===== config.mk =====
export PLATFORM = sky130hd
export DESIGN_NAME = mroe_div
export DESIGN_NICKNAME = d
export VERILOG_FILES = /design/src/hdl/mroe_pkg.sv /design/src/hdl/mroe_div.sv
export SDC_FILE = /design/constraint.sdc
export NUM_CORES = 1
export LEC_CHECK = 0
export ABC_AREA = 0
export BUFFER_PORTS_ARGS = -buffer_cell sky130_fd_sc_hd__buf_2
export CORE_ASPECT_RATIO = 0.9
export CORE_MARGIN = 2
export CORE_UTILIZATION = 56
export CTS_BUF_LIST = sky130_fd_sc_hd__clkbuf_8
export CTS_CLUSTER_SIZE = 20
export DETAILED_ROUTE_END_ITERATION = 6
export GPL_ROUTABILITY_DRIVEN = 1
export PLACE_DENSITY = 0.9
export SETUP_SLACK_MARGIN = 0.4
export SLEW_MARGIN = 10
export SYNTH_ARGS = -nofsm -noshare
export SYNTH_HDL_FRONTEND = slang
export SYNTH_SLANG_ARGS = --single-unit

===== constraint.sdc =====
create_clock -name clk_i -period 4.3 [get_ports clk_i]
set_input_delay 0.86 -clock clk_i [delete_from_list [all_inputs] [get_ports clk_i]]
set_output_delay 0.86 -clock clk_i [all_outputs]
set_load 0.05 [all_outputs]

===== src/hdl/mroe_pkg.sv =====
// Package for the matrix row-operation engine: command and result types,
// command, status and state codes, and the shared saturation helper.
// No dependencies.
`default_nettype none

package mroe_pkg;

  localparam int DATA_W     = 32;
  localparam int KIND_W     = 3;
  localparam int IDX_W      = 3;
  localparam int STATUS_W   = 2;
  localparam int CFG_IDX_W  = 1;
  localparam int CFG_DATA_W = 4;

  // Reset value of both dimension registers.
  localparam logic [CFG_DATA_W-1:0] DIM_RESET = 4'd8;

  localparam logic signed [63:0] CELL_MAX = 64'sd2147483647;
  localparam logic signed [63:0] CELL_MIN = -64'sd2147483648;

  // Configuration register indexes.
  localparam logic [CFG_IDX_W-1:0] CFG_ROWS = 1'b0;
  localparam logic [CFG_IDX_W-1:0] CFG_COLS = 1'b1;

  typedef enum logic [KIND_W-1:0] {
    KIND_WRITE = 3'd0,
    KIND_READ  = 3'd1,
    KIND_SWAP  = 3'd2,
    KIND_ADD   = 3'd3,
    KIND_SCALE = 3'd4,
    KIND_SORT  = 3'd5,
    KIND_NORM  = 3'd6
  } kind_e;

  typedef enum logic [STATUS_W-1:0] {
    STATUS_OK       = 2'd0,
    STATUS_ZERO_ROW = 2'd1,
    STATUS_SAT      = 2'd2
  } status_e;

  typedef enum logic [4:0] {
    ST_IDLE,
    ST_DECODE,
    ST_WRITE,
    ST_READ,
    ST_READ_WAIT,
    ST_SW_RD_A,
    ST_SW_RD_B,
    ST_SW_WR_A,
    ST_SW_WR_B,
    ST_MA_RD_SRC,
    ST_MA_MUL,
    ST_MA_WB,
    ST_SO_NEXT,
    ST_SO_CHECK,
    ST_SO_RD_PREV,
    ST_SO_CMP,
    ST_NL_SCAN,
    ST_NL_TEST,
    ST_NL_RD,
    ST_NL_START,
    ST_NL_DIV,
    ST_DONE
  } state_e;

  typedef struct packed {
    logic [KIND_W-1:0]        kind;
    logic [IDX_W-1:0]         row_a;
    logic [IDX_W-1:0]         row_b;
    logic [IDX_W-1:0]         column;
    logic signed [DATA_W-1:0] value;
  } cmd_t;

  typedef struct packed {
    logic signed [DATA_W-1:0] read_value;
    logic [STATUS_W-1:0]      status;
  } res_t;

  // Saturate a wide signed value to a cell; the top bit flags saturation.
  function automatic logic [DATA_W:0] clip_cell(input logic signed [63:0] v);
    logic [DATA_W:0] r;
    if (v > CELL_MAX) begin
      r = {1'b1, 32'h7FFF_FFFF};
    end else if (v < CELL_MIN) begin
      r = {1'b1, 32'h8000_0000};
    end else begin
      r = {1'b0, v[DATA_W-1:0]};
    end
    return r;
  endfunction

endpackage

`default_nettype wire


===== src/hdl/mroe_div.sv =====
// Serial restoring divider for row normalization: (x << FRACTION_BITS) / d,
// truncated toward zero and saturated to a cell, one quotient bit per cycle.
// Depends on mroe_pkg.
`default_nettype none

module mroe_div
  import mroe_pkg::*;
#(
  parameter int FRACTION_BITS = 16
) (
  input  logic                     clk_i,
  input  logic                     rst_ni,
  input  logic                     start_i,
  input  logic signed [DATA_W-1:0] dividend_i,
  input  logic signed [DATA_W-1:0] divisor_i,
  output logic                     done_o,
  output logic [DATA_W-1:0]        quot_o,
  output logic                     sat_o
);

  localparam int NUM_W = DATA_W + FRACTION_BITS;
  localparam int CNT_W = $clog2(NUM_W + 1);

  logic              busy_q;
  logic              done_q;
  logic [CNT_W-1:0]  cnt_q;
  logic              neg_q;
  logic [DATA_W-1:0] dvs_q;
  logic [DATA_W-1:0] rem_q;
  logic [NUM_W-1:0]  quo_q;
  logic [DATA_W-1:0] abs_x;
  logic [DATA_W-1:0] abs_d;
  logic [DATA_W:0]   rem_sh;
  logic [DATA_W:0]   diff;
  logic              ge;
  logic signed [63:0] qval;
  logic [DATA_W:0]   clipped;

  assign abs_x = dividend_i[DATA_W-1] ? (~dividend_i + 32'd1) : dividend_i;
  assign abs_d = divisor_i[DATA_W-1] ? (~divisor_i + 32'd1) : divisor_i;

  // One restoring step: shift in the next numerator bit, subtract if it fits.
  assign rem_sh = {rem_q, quo_q[NUM_W-1]};
  assign diff   = rem_sh - {1'b0, dvs_q};
  assign ge     = ~diff[DATA_W];

  always_ff @(posedge clk_i or negedge rst_ni) begin
    if (!rst_ni) begin
      busy_q <= 1'b0;
      done_q <= 1'b0;
      cnt_q  <= '0;
    end else begin
      done_q <= 1'b0;
      if (start_i) begin
        busy_q <= 1'b1;
        cnt_q  <= '0;
      end else if (busy_q) begin
        cnt_q <= cnt_q + 1'b1;
        if (cnt_q == CNT_W'(NUM_W - 1)) begin
          busy_q <= 1'b0;
          done_q <= 1'b1;
        end
      end
    end
  end

  // Operand and partial result registers.
  always_ff @(posedge clk_i) begin
    if (start_i) begin
      neg_q <= dividend_i[DATA_W-1] ^ divisor_i[DATA_W-1];
      dvs_q <= abs_d;
      rem_q <= '0;
      quo_q <= NUM_W'(abs_x) << FRACTION_BITS;
    end else if (busy_q) begin
      rem_q <= ge ? diff[DATA_W-1:0] : rem_sh[DATA_W-1:0];
      quo_q <= {quo_q[NUM_W-2:0], ge};
    end
  end

  // Apply the sign and saturate.
  assign qval    = neg_q ? -$signed(64'(quo_q)) : $signed(64'(quo_q));
  assign clipped = clip_cell(qval);
  assign quot_o  = clipped[DATA_W-1:0];
  assign sat_o   = clipped[DATA_W];
  assign done_o  = done_q;

endmodule

`default_nettype wire


==> impl_metrics.env <==
export IMPL_outcome="complete, but fails checks"
export IMPL_violations="negative setup slack"
export IMPL_cp_arrival_ns=3.96
export IMPL_synth_cell_types=72
export IMPL_timing_final_crit_share=1.12
export IMPL_gp_congestion=0.970
export IMPL_ir_drop_uv=200
export IMPL_worst_pin_slew_ns=1.09
export IMPL_path_clk_slew_ns=0.08
export IMPL_die_x_um=140
export IMPL_dieArea_um2=17600
export IMPL_synth_edf_count=65
export IMPL_critPathCaptureType="output pin"
export IMPL_p_per_area_nw_per_um2=296
export IMPL_fin_nets=1305
export IMPL_cts_tree="yes"
export IMPL_grt_overflow_total=0
export IMPL_initial_core_util=0.573
export IMPL_clock_sinks=121
export IMPL_timing_fmax_mhz=207
export IMPL_drt_iter0_drc=735
export IMPL_grt_total_usage=0.265
export IMPL_holdWs_ns=0.240
export IMPL_clock_root_buffer="clkbuf_8"
export IMPL_layout_drive_gt1_share=0.230
export IMPL_nFillCells=1208
export IMPL_drc=0
export IMPL_grt_max_degree=69
export IMPL_wl_per_cell_um=16.7
export IMPL_ys_flop_type="edfxtp_1"
export IMPL_fin_area_um2=11600
export IMPL_required_ns=3.44
export IMPL_final_setup_tns_ns=-16.01
export IMPL_layout_setup_ws_ns=-0.524
export IMPL_cts_buffers=17
export IMPL_row_count=44
export IMPL_hold_violations=0
export IMPL_finalCriticalPeriod_ns=4.82
export IMPL_slew_viol_final=0
export IMPL_slew_headroom=0.270
export IMPL_hp_class="in -> async"
export IMPL_syn_avg_cell_area_um2=8.64
export IMPL_ctsHoldBuffers=0
export IMPL_die_y_um=126
export IMPL_finalSetupViolations=32
export IMPL_cts_path_max_buffers=2
export IMPL_worstSkewPairLatency_ns=0.46
export IMPL_dp_slack_ns=-0.190
export IMPL_final_setup_skew_ns=0.0142
export IMPL_portBuffers=100
export IMPL_yosys_warnings=0
export IMPL_synth_seq_cells=121
export IMPL_cts_htree_levels=4
export IMPL_placed_cell_area_um2=10700
export IMPL_synth_area_leaders="edfxtp_1, dfxtp_1, xnor2_1"
export IMPL_place_hpwl_mm=16.8
export IMPL_dp_cells=1376
export IMPL_synth_nets=1178
export IMPL_area_growth_pct=24.8
export IMPL_async_flop_share=0.0661
export IMPL_synthCells=1074
export IMPL_grt_pass1_wl_mm=38.8
export IMPL_p_leak_uw=0.00477
export IMPL_vias=8600
export IMPL_layout_cells_non_filler=1421
export IMPL_cp_start_kind="flop"
export IMPL_core_area_um2=16200
export IMPL_final_common_cell="nor2_1"
export IMPL_ys_seq_area_frac=0.336
export IMPL_netlist_area_um2=9280
export IMPL_vias_per_cell=6.05
export IMPL_most_common_layout_cells="nor2_1, xnor2_1, nand2_1"
export IMPL_insertedDiodeCount=0
export IMPL_path_class="reg -> out"
export IMPL_wl_mm=23.7
export IMPL_crit_fanout=6
export IMPL_antenna_left=0
export IMPL_reg2regPathDepth=14
export IMPL_antenna_found_initial=0
export IMPL_io_pins=101
export IMPL_synth_area_leader_cell="edfxtp_1"
export IMPL_drtPass1Iterations=5
export IMPL_yosysTopAreaCellShare=0.210
export IMPL_first_global_vias=7980
export IMPL_grt_setup_unrepaired="yes"
export IMPL_cap_violations=0
[cell families (layout without fill, tap and decap cells)]
| family | Yosys count | count (layout) | synth area share |
|---|---|---|---|
| adder cells (fa/ha/maj) | 37 | 37 | 0.0507 |
| flip-flops | 121 | 121 | 0.336 |
| buffers and inverters | 119 | 259 | 0.0530 |
| XOR/XNOR | 117 | 117 | 0.110 |
| multiplexers | 44 | 44 | 0.0478 |
| AO/OA/AOI/OAI | 290 | 290 | 0.214 |
| AND/OR/NAND/NOR | 346 | 346 | 0.188 |
[stage by stage]
| step | power [µW] | util |
|---|---|---|
| after floorplan | 2050 | - |
| after global placement | 2270 | 0.660 |
| after detailed placement | 2290 | 0.660 |
| after CTS | 3400 | 0.704 |
| after global routing | 3570 | 0.715 |
| final | 3420 | 0.715 |
[final cells by class]
cell class,instances,area (µm²),share of cell area
Sequential cell,121,3120,0.269
Clock buffer,18,248,0.0214
Inverter,53,199,0.0172
Clock inverter,14,141,0.0122
Tap cell,207,259,0.0224
Timing Repair Buffer,174,1420,0.122
Multi-Input combinational cell,834,6200,0.535
[power breakdown]
group          switching [µW]  internal, µW
clock network             503           533
registers                64.2          1310
logic                     595           419
total                    1160          2260
[critical path: stages, from the launching register on]
cell and delay (ns):
dfxtp_2 0.32, or4_4 0.53, or3_4 0.35, or3_4 0.38, buf_6 0.15, o41ai_4 0.28
xnor2_1 0.10, or4_1 0.42, a211oi_2 0.23, a31o_4 0.26, buf_12 0.13, clkbuf_16 0.14
o21ai_4 0.05, buf_6 0.15
[synth_stat cells (17+ instances only)]
master / number
ha_1: 36
a22o_1: 30
xnor2_1: 79
o21ai_0: 75
o31ai_1: 26
nand2_1: 69
clkbuf_1: 53
mux2i_1: 42
inv_1: 53
or4_1: 17
a211oi_1: 25
dfxtp_1: 48
or3_1: 19
nor2_1: 96
xor2_1: 38
edfxtp_1: 65
nor3_1: 31
a21oi_1: 34
nand3_1: 24
[registers in the layout, indices dropped and copies added (netlist names)]
name    cells
busy_q      1
done_o      1
rem_q      32
cnt_q       6
neg_q       1
dvs_q      32
quo_q      48
[worst paths after layout]
path                                          end                   start  slack [ns]
setup / recovery                        quot_o[5]   quo_q[0]$_SDFFE_PP0P_       -0.52
hold / removal               cnt_q[5]$_DFFE_PN0P_                  rst_ni        0.24
setup reg to reg           rem_q[13]$_SDFFE_PP0P_     quo_q[47]$_DFFE_PP_        0.58
hold reg to reg            rem_q[26]$_SDFFE_PP0P_  rem_q[26]$_SDFFE_PP0P_        0.51
max in group asynchronous        busy_q$_DFF_PN0_                  rst_ni        3.87
min in group clk_i         rem_q[26]$_SDFFE_PP0P_  rem_q[26]$_SDFFE_PP0P_        0.51
[timing repair]
item,4_1_cts,5_1_grt
cloned,1,3
setup buffers,5,4
pin swaps,1,6
gates resized for setup,73,17
setup endpoints to repair,33,64
endpoints found under the hold margin,0,0
[per-layer routing]
layer  vias up  wire (µm)  track usage  share of wire
met5         -          0            0              0
met4         0        406       0.0900          0.017
met3        35       1160       0.0399          0.049
met2       276      11400        0.437           0.48
met1      4058      10700        0.360           0.45
li1       4231          -            -              -
Power figures use the tool's default switching activity.
