`src/hdl/mroe_pkg.sv`:
```
// Package for the matrix row-operation engine: command and result types,
// command, status and state codes, and the shared saturation helper.
// No dependencies.
`default_nettype none

package mroe_pkg;

  localparam int DATA_W     = 32;
  localparam int KIND_W     = 3;
  localparam int IDX_W      = 3;
  localparam int STATUS_W   = 2;
  localparam int CFG_IDX_W  = 1;
  localparam int CFG_DATA_W = 4;

  // Reset value of both dimension registers.
  localparam logic [CFG_DATA_W-1:0] DIM_RESET = 4'd8;

  localparam logic signed [63:0] CELL_MAX = 64'sd2147483647;
  localparam logic signed [63:0] CELL_MIN = -64'sd2147483648;

  // Configuration register indexes.
  localparam logic [CFG_IDX_W-1:0] CFG_ROWS = 1'b0;
  localparam logic [CFG_IDX_W-1:0] CFG_COLS = 1'b1;

  typedef enum logic [KIND_W-1:0] {
    KIND_WRITE = 3'd0,
    KIND_READ  = 3'd1,
    KIND_SWAP  = 3'd2,
    KIND_ADD   = 3'd3,
    KIND_SCALE = 3'd4,
    KIND_SORT  = 3'd5,
    KIND_NORM  = 3'd6
  } kind_e;

  typedef enum logic [STATUS_W-1:0] {
    STATUS_OK       = 2'd0,
    STATUS_ZERO_ROW = 2'd1,
    STATUS_SAT      = 2'd2
  } status_e;

  typedef enum logic [4:0] {
    ST_IDLE,
    ST_DECODE,
    ST_WRITE,
    ST_READ,
    ST_READ_WAIT,
    ST_SW_RD_A,
    ST_SW_RD_B,
    ST_SW_WR_A,
    ST_SW_WR_B,
    ST_MA_RD_SRC,
    ST_MA_MUL,
    ST_MA_WB,
    ST_SO_NEXT,
    ST_SO_CHECK,
    ST_SO_RD_PREV,
    ST_SO_CMP,
    ST_NL_SCAN,
    ST_NL_TEST,
    ST_NL_RD,
    ST_NL_START,
    ST_NL_DIV,
    ST_DONE
  } state_e;

  typedef struct packed {
    logic [KIND_W-1:0]        kind;
    logic [IDX_W-1:0]         row_a;
    logic [IDX_W-1:0]         row_b;
    logic [IDX_W-1:0]         column;
    logic signed [DATA_W-1:0] value;
  } cmd_t;

  typedef struct packed {
    logic signed [DATA_W-1:0] read_value;
    logic [STATUS_W-1:0]      status;
  } res_t;

  // Saturate a wide signed value to a cell; the top bit flags saturation.
  function automatic logic [DATA_W:0] clip_cell(input logic signed [63:0] v);
    logic [DATA_W:0] r;
    if (v > CELL_MAX) begin
      r = {1'b1, 32'h7FFF_FFFF};
    end else if (v < CELL_MIN) begin
      r = {1'b1, 32'h8000_0000};
    end else begin
      r = {1'b0, v[DATA_W-1:0]};
    end
    return r;
  endfunction

endpackage

`default_nettype wire

```
`src/hdl/mroe_store.sv`:
```
// Matrix cell store: one write port, one registered read port, and a valid
// bit per cell so that unwritten cells read as row times column.
// Depends on mroe_pkg.
`default_nettype none

module mroe_store
  import mroe_pkg::*;
#(
  parameter int MAX_ROWS      = 8,
  parameter int MAX_COLS      = 8,
  parameter int FRACTION_BITS = 16,
  localparam int RW = $clog2(MAX_ROWS),
  localparam int CW = (MAX_COLS > 1) ? $clog2(MAX_COLS) : 1
) (
  input  logic              clk_i,
  input  logic              rst_ni,
  input  logic              wr_en_i,
  input  logic [RW-1:0]     wr_row_i,
  input  logic [CW-1:0]     wr_col_i,
  input  logic [DATA_W-1:0] wr_data_i,
  input  logic [RW-1:0]     rd_row_i,
  input  logic [CW-1:0]     rd_col_i,
  output logic [DATA_W-1:0] rd_data_o
);

  localparam int DEPTH  = MAX_ROWS * MAX_COLS;
  localparam int ADDR_W = $clog2(DEPTH);

  logic [DATA_W-1:0] mem_q [DEPTH];
  logic [DEPTH-1:0]  valid_q;
  logic [DATA_W-1:0] rd_mem_q;
  logic              rd_valid_q;
  logic [RW-1:0]     rd_row_q;
  logic [CW-1:0]     rd_col_q;
  logic [ADDR_W-1:0] wr_addr;
  logic [ADDR_W-1:0] rd_addr;

  // Reset content of a cell: row times column in fixed point, saturated.
  function automatic logic [DATA_W-1:0] reset_cell(input logic [RW-1:0] r,
                                                   input logic [CW-1:0] c);
    logic [RW+CW-1:0] prod;
    logic [63:0]      v;
    prod = (RW+CW)'(r) * (RW+CW)'(c);
    v    = 64'(prod) << FRACTION_BITS;
    return (v > 64'h7FFF_FFFF) ? 32'h7FFF_FFFF : v[DATA_W-1:0];
  endfunction

  assign wr_addr = ADDR_W'(wr_row_i) * ADDR_W'(MAX_COLS) + ADDR_W'(wr_col_i);
  assign rd_addr = ADDR_W'(rd_row_i) * ADDR_W'(MAX_COLS) + ADDR_W'(rd_col_i);

  // Cell array and its read register.
  always_ff @(posedge clk_i) begin
    if (wr_en_i) begin
      mem_q[wr_addr] <= wr_data_i;
    end
    rd_mem_q <= mem_q[rd_addr];
    rd_row_q <= rd_row_i;
    rd_col_q <= rd_col_i;
  end

  // Written flags, cleared at reset.
  always_ff @(posedge clk_i or negedge rst_ni) begin
    if (!rst_ni) begin
      valid_q    <= '0;
      rd_valid_q <= 1'b0;
    end else begin
      rd_valid_q <= valid_q[rd_addr];
      if (wr_en_i) begin
        valid_q[wr_addr] <= 1'b1;
      end
    end
  end

  assign rd_data_o = rd_valid_q ? rd_mem_q : reset_cell(rd_row_q, rd_col_q);

endmodule

`default_nettype wire

```
`config.mk`:
```
export PLATFORM = sky130hd
export DESIGN_NAME = mroe_store
export DESIGN_NICKNAME = d
export VERILOG_FILES = /design/src/hdl/mroe_pkg.sv /design/src/hdl/mroe_store.sv
export SDC_FILE = /design/constraint.sdc
export NUM_CORES = 2
export LEC_CHECK = 0
export BUFFER_PORTS_ARGS = -buffer_cell sky130_fd_sc_hd__buf_2
export CORE_UTILIZATION = 62
export CTS_BUF_LIST = sky130_fd_sc_hd__clkbuf_8
export DETAILED_ROUTE_END_ITERATION = 6
export PLACE_DENSITY = 0.85
export SLEW_MARGIN = 0
export SYNTH_ARGS = -nofsm -noshare
export SYNTH_HDL_FRONTEND = slang
export SYNTH_SLANG_ARGS = --single-unit
```
`constraint.sdc`:
```
create_clock -name clk_i -period 2.96 [get_ports clk_i]
set_clock_uncertainty 0.15 [all_clocks]
set_input_delay 0.148 -clock clk_i [delete_from_list [all_inputs] [get_ports clk_i]]
set_output_delay 0.148 -clock clk_i [all_outputs]
set_load 0.05 [all_outputs]
```
==> results list <==
- Count of endpoints failing setup in the final report: 3
- Summing the sequential cell areas from Yosys gives 78.3% of the chip area.
- In this run, the number of DRC markers left after iteration 0 of detailed routing was 6932.
- DRC violation count after routing: 0
* Power density cells: 646 nW/µm²
- I/O Buffers: 78
- After detailed routing, the average wire length per cell comes to 35.6 µm.
- Counting flops with a built-in enable in the synthesized netlist gives 2048.
- Setup repair after global routing could not meet its margin everywhere.
* Fin util: 71.5%
- Average vias per placed instance: 7.12
- HP Class: in -> reg
- The routed design has 220000 µm of wire.
- Kind of end point of the critical path: primary output
- The clock network is responsible for 37.1% of the overall power.
* Internal portion of total power: 0.0463 W
* Clock insertion delay at the later pin of the skew report: 1.02 ns
- In this run the cell area measured after placement is 86600 µm².
- The initialized floorplan defines 132 standard-cell rows.
* Endpoint required time on the critical path: 2.66 ns
- The largest total area in the synthesized netlist belongs to sky130_fd_sc_hd__edfxtp_1.
- The number of nets handed over by synthesis was 3726.
* Most numerous cell types in the synthesized netlist: sky130_fd_sc_hd__edfxtp_1 (2048), sky130_fd_sc_hd__mux4_2 (507), sky130_fd_sc_hd__clkbuf_1 (83), sky130_fd_sc_hd__nand2_1 (83), sky130_fd_sc_hd__nor2_1 (78)
- Kind of critical path: reg -> out
- Once routing completed, OpenROAD measured the worst setup slack at -0.367 ns.
- Share of flip-flops with an asynchronous set or reset after synthesis: 3.02%
* Average cell area after synthesis: 22.2 µm²
- HPWL Detailed: 122000 µm
- 79 I/O pins were placed.
- By area the synthesized netlist is led by sky130_fd_sc_hd__edfxtp_1 (75%), sky130_fd_sc_hd__mux4_2 (14%), sky130_fd_sc_hd__dfrtp_1 (2.0%).
- Measured slew at the worst slew-check pin: 1.28 ns
* Crit share post-route: 112%
- Number of sinks driven by the clock tree: 2151
- The floorplan step set the die width to 365 µm.
- Summed over all layers, the global routing overflow is 0.
* Combinational share of power: 6.2%
* Global routing usage on met1: 43.2%
* Power spent charging and discharging nets: 0.0138 W
* Most common cell in the synthesized netlist: sky130_fd_sc_hd__edfxtp_1
* Share of total power consumed by net switching: 22.9%
- Of all nets on the critical path, the largest fanout is 3.
- Die height: 365 µm
- Routed Antenna Nets: 0
- For this configuration, the core starts out at a cell density of 62.7%.
* Time the worst path needs with I/O delays and setup: 3.33 ns
* Yosys cell types: 44
- Global routing used 33.5% of the available tracks across all layers.
* Sequential power share: 56.6%
* Share of final-layout standard cells stronger than drive strength 1: 31.9%
- Design Power: 0.0601 W
* GRT Max-Usage Layer: met2
- Maximum clock frequency: 301 MHz
* Number of antenna violations at the first check in global routing: 22
* Number of buffers between clock root and the deepest sink: 4
- First-pass detailed-route iteration total: 6
- Synthesized cell area: 81600 µm²
- Setup Slack @ Placement: 0.132 ns
* Category of the worst setup path launch point: flop
* Final net count: 4231
- Final weighted congestion in routability-driven placement: 0.836
- Number of global-route vias before repair: 45500
- Synthesis produced 3672 cells.
- The flow ran to the end, but the final reports show violations.
- Number of flip-flops and latches in the synthesized netlist: 2151
* Overall via count from detail_route: 44000
- The H-tree was split into 5 levels.
* TritonCTS buffer count: 330
* Max-cap viol count: 0
- Violations in the final reports: setup timing
- First-pass GRT wire length: 310000 µm
- Total core area: 130000 µm²
* Clock tree from TritonCTS: built
* Count of pins over their slew limit: 0
- For this run, the number of Yosys warnings is 0.
- Worst IR drop on VDD: 416 µV
- Portion of synthesized cell area occupied by the leading cell type: 75.3%
- The die covers 133000 µm².
- Post-route design area: 93100 µm²
- Leak Pwr: 30.1 nW
- Register clock-pin slew on the reported worst setup and hold paths: 0.06 ns
- Relative to the synthesized area, the layout overhead comes to 14.0%.
- Global routing consumed, on the met3 layer, 9.82% of the routing resources.
- Number of hold violations in the final report: 0
- In the synthesized netlist the dominant register cell turns out to be sky130_fd_sc_hd__edfxtp_1.
* Root buffer selected by CTS: sky130_fd_sc_hd__clkbuf_8
- Met2 Track Usage GR: 51.3%
- Measured against its own limit, the worst slew margin works out to 14.4%.
- Signal arrival time at the worst endpoint: 3.03 ns
- Maximum number of pins on one net before global-route repair: 66
==> critical path: stages (launching register included) <==
cell and delay, ns:
sky130_fd_sc_hd__dfxtp_2 0.32, sky130_fd_sc_hd__and2_4 0.16, sky130_fd_sc_hd__fa_2 0.58, sky130_fd_sc_hd__ha_4 0.14
sky130_fd_sc_hd__fa_2 0.42, sky130_fd_sc_hd__mux2_4 0.29, sky130_fd_sc_hd__buf_8 0.15
==> kinds of logic (layout without fill, tap and decap cells) <==
logic type               Yosys count  in the layout  share of synthesized area (%)
flip-flops                      2151           2151                           78.3
multiplexers                     567            567                           14.8
AND/OR/NAND/NOR                  493            493                           3.18
AO/OA/AOI/OAI                    245            245                           2.23
buffers and inverters            208            956                           1.37
adder cells (fa/ha/maj)            7              7                          0.126
XOR/XNOR                           1              1                         0.0107
other                              0             14                              0
==> stage by stage <==
step                cells  setup TNS [ns]  hold WS (ns)
finish               6176          -0.945         0.167
floorplan            3672               0        -0.298
global route         6168           -1.21         0.133
detailed placement   5533               0         0.245
CTS                  6161           -1.09        0.0369
global placement     5533               0         0.242
==> power groups by stage <==
stage / Sequential (W) / Clock [W] / Combinational, W
after CTS: 0.0340 / 0.0225 / 0.00369
final: 0.0340 / 0.0223 / 0.00376
after global routing: 0.0340 / 0.0237 / 0.00387
after floorplan: 0.0345 / 0 / 0.00208
after detailed placement: 0.0347 / 0 / 0.00355
after global placement: 0.0346 / 0 / 0.00341
==> flip-flops by register name, summed over array words and instances, names as in the netlist <==
register	flops
mem_q	2048
valid_q	64
rd_mem_q	32
rd_col_q	3
rd_row_q	3
rd_valid_q	1
==> repair_timing <==
item	CTS	global route
hold endpoints to repair	3404	0
resized for setup	23	5
setup buffers	2	1
endpoints found under the setup margin	4	4
hold buffers	51	0
pin swaps	6	5
==> cell usage in the layout (no fill, tap or decap), drive strengths merged, types with 38 or more instances in the layout <==
cell type       n
a22oi          63
or2            70
inv           130
o22ai          66
dlygate4sd3    51
clkinv         88
clkbuf        349
edfxtp       2048
dfrtp          65
dfxtp          38
nand2          83
mux4          510
nor2           78
nand4          61
nand3          66
buf           328
o221ai         58
==> per-layer routing <==
metal,vias to the layer above,wire [µm]
li1,16600,-
met1,22200,69700
met2,4274,103000
met3,870,32400
met4,18,14100
met5,-,250
==> worst paths after layout <==
path / start / to / slack, ns / cells after the start
min in group asynchronous: rst_ni / valid_q[36] / 0.32 / 4
worst min-delay path: rd_col_i[0] / rd_col_q[0] / 0.17 / 3
worst max-delay path: rd_row_q[0] / rd_data_o[19] / -0.37 / 6
max in group asynchronous: rst_ni / valid_q[4] / 1.70 / 4
worst min register to register: valid_q[35] / valid_q[35] / 0.31 / 1
worst max register to register: mem_q[41][6] / rd_mem_q[6] / 0.62 / 5
==> final cells by class <==
class / instances / area (µm²)
Sequential cell: 2151 / 63900
Fill cell: 6750 / 37100
Multi-Input combinational cell: 1313 / 17200
Clock buffer: 349 / 4800
Timing Repair Buffer: 379 / 3930
Tap cell: 1742 / 2180
Clock inverter: 226 / 1020
Antenna cell: 14 / 35.0
Inverter: 2 / 7.51
Power figures use the tool's default switching activity.
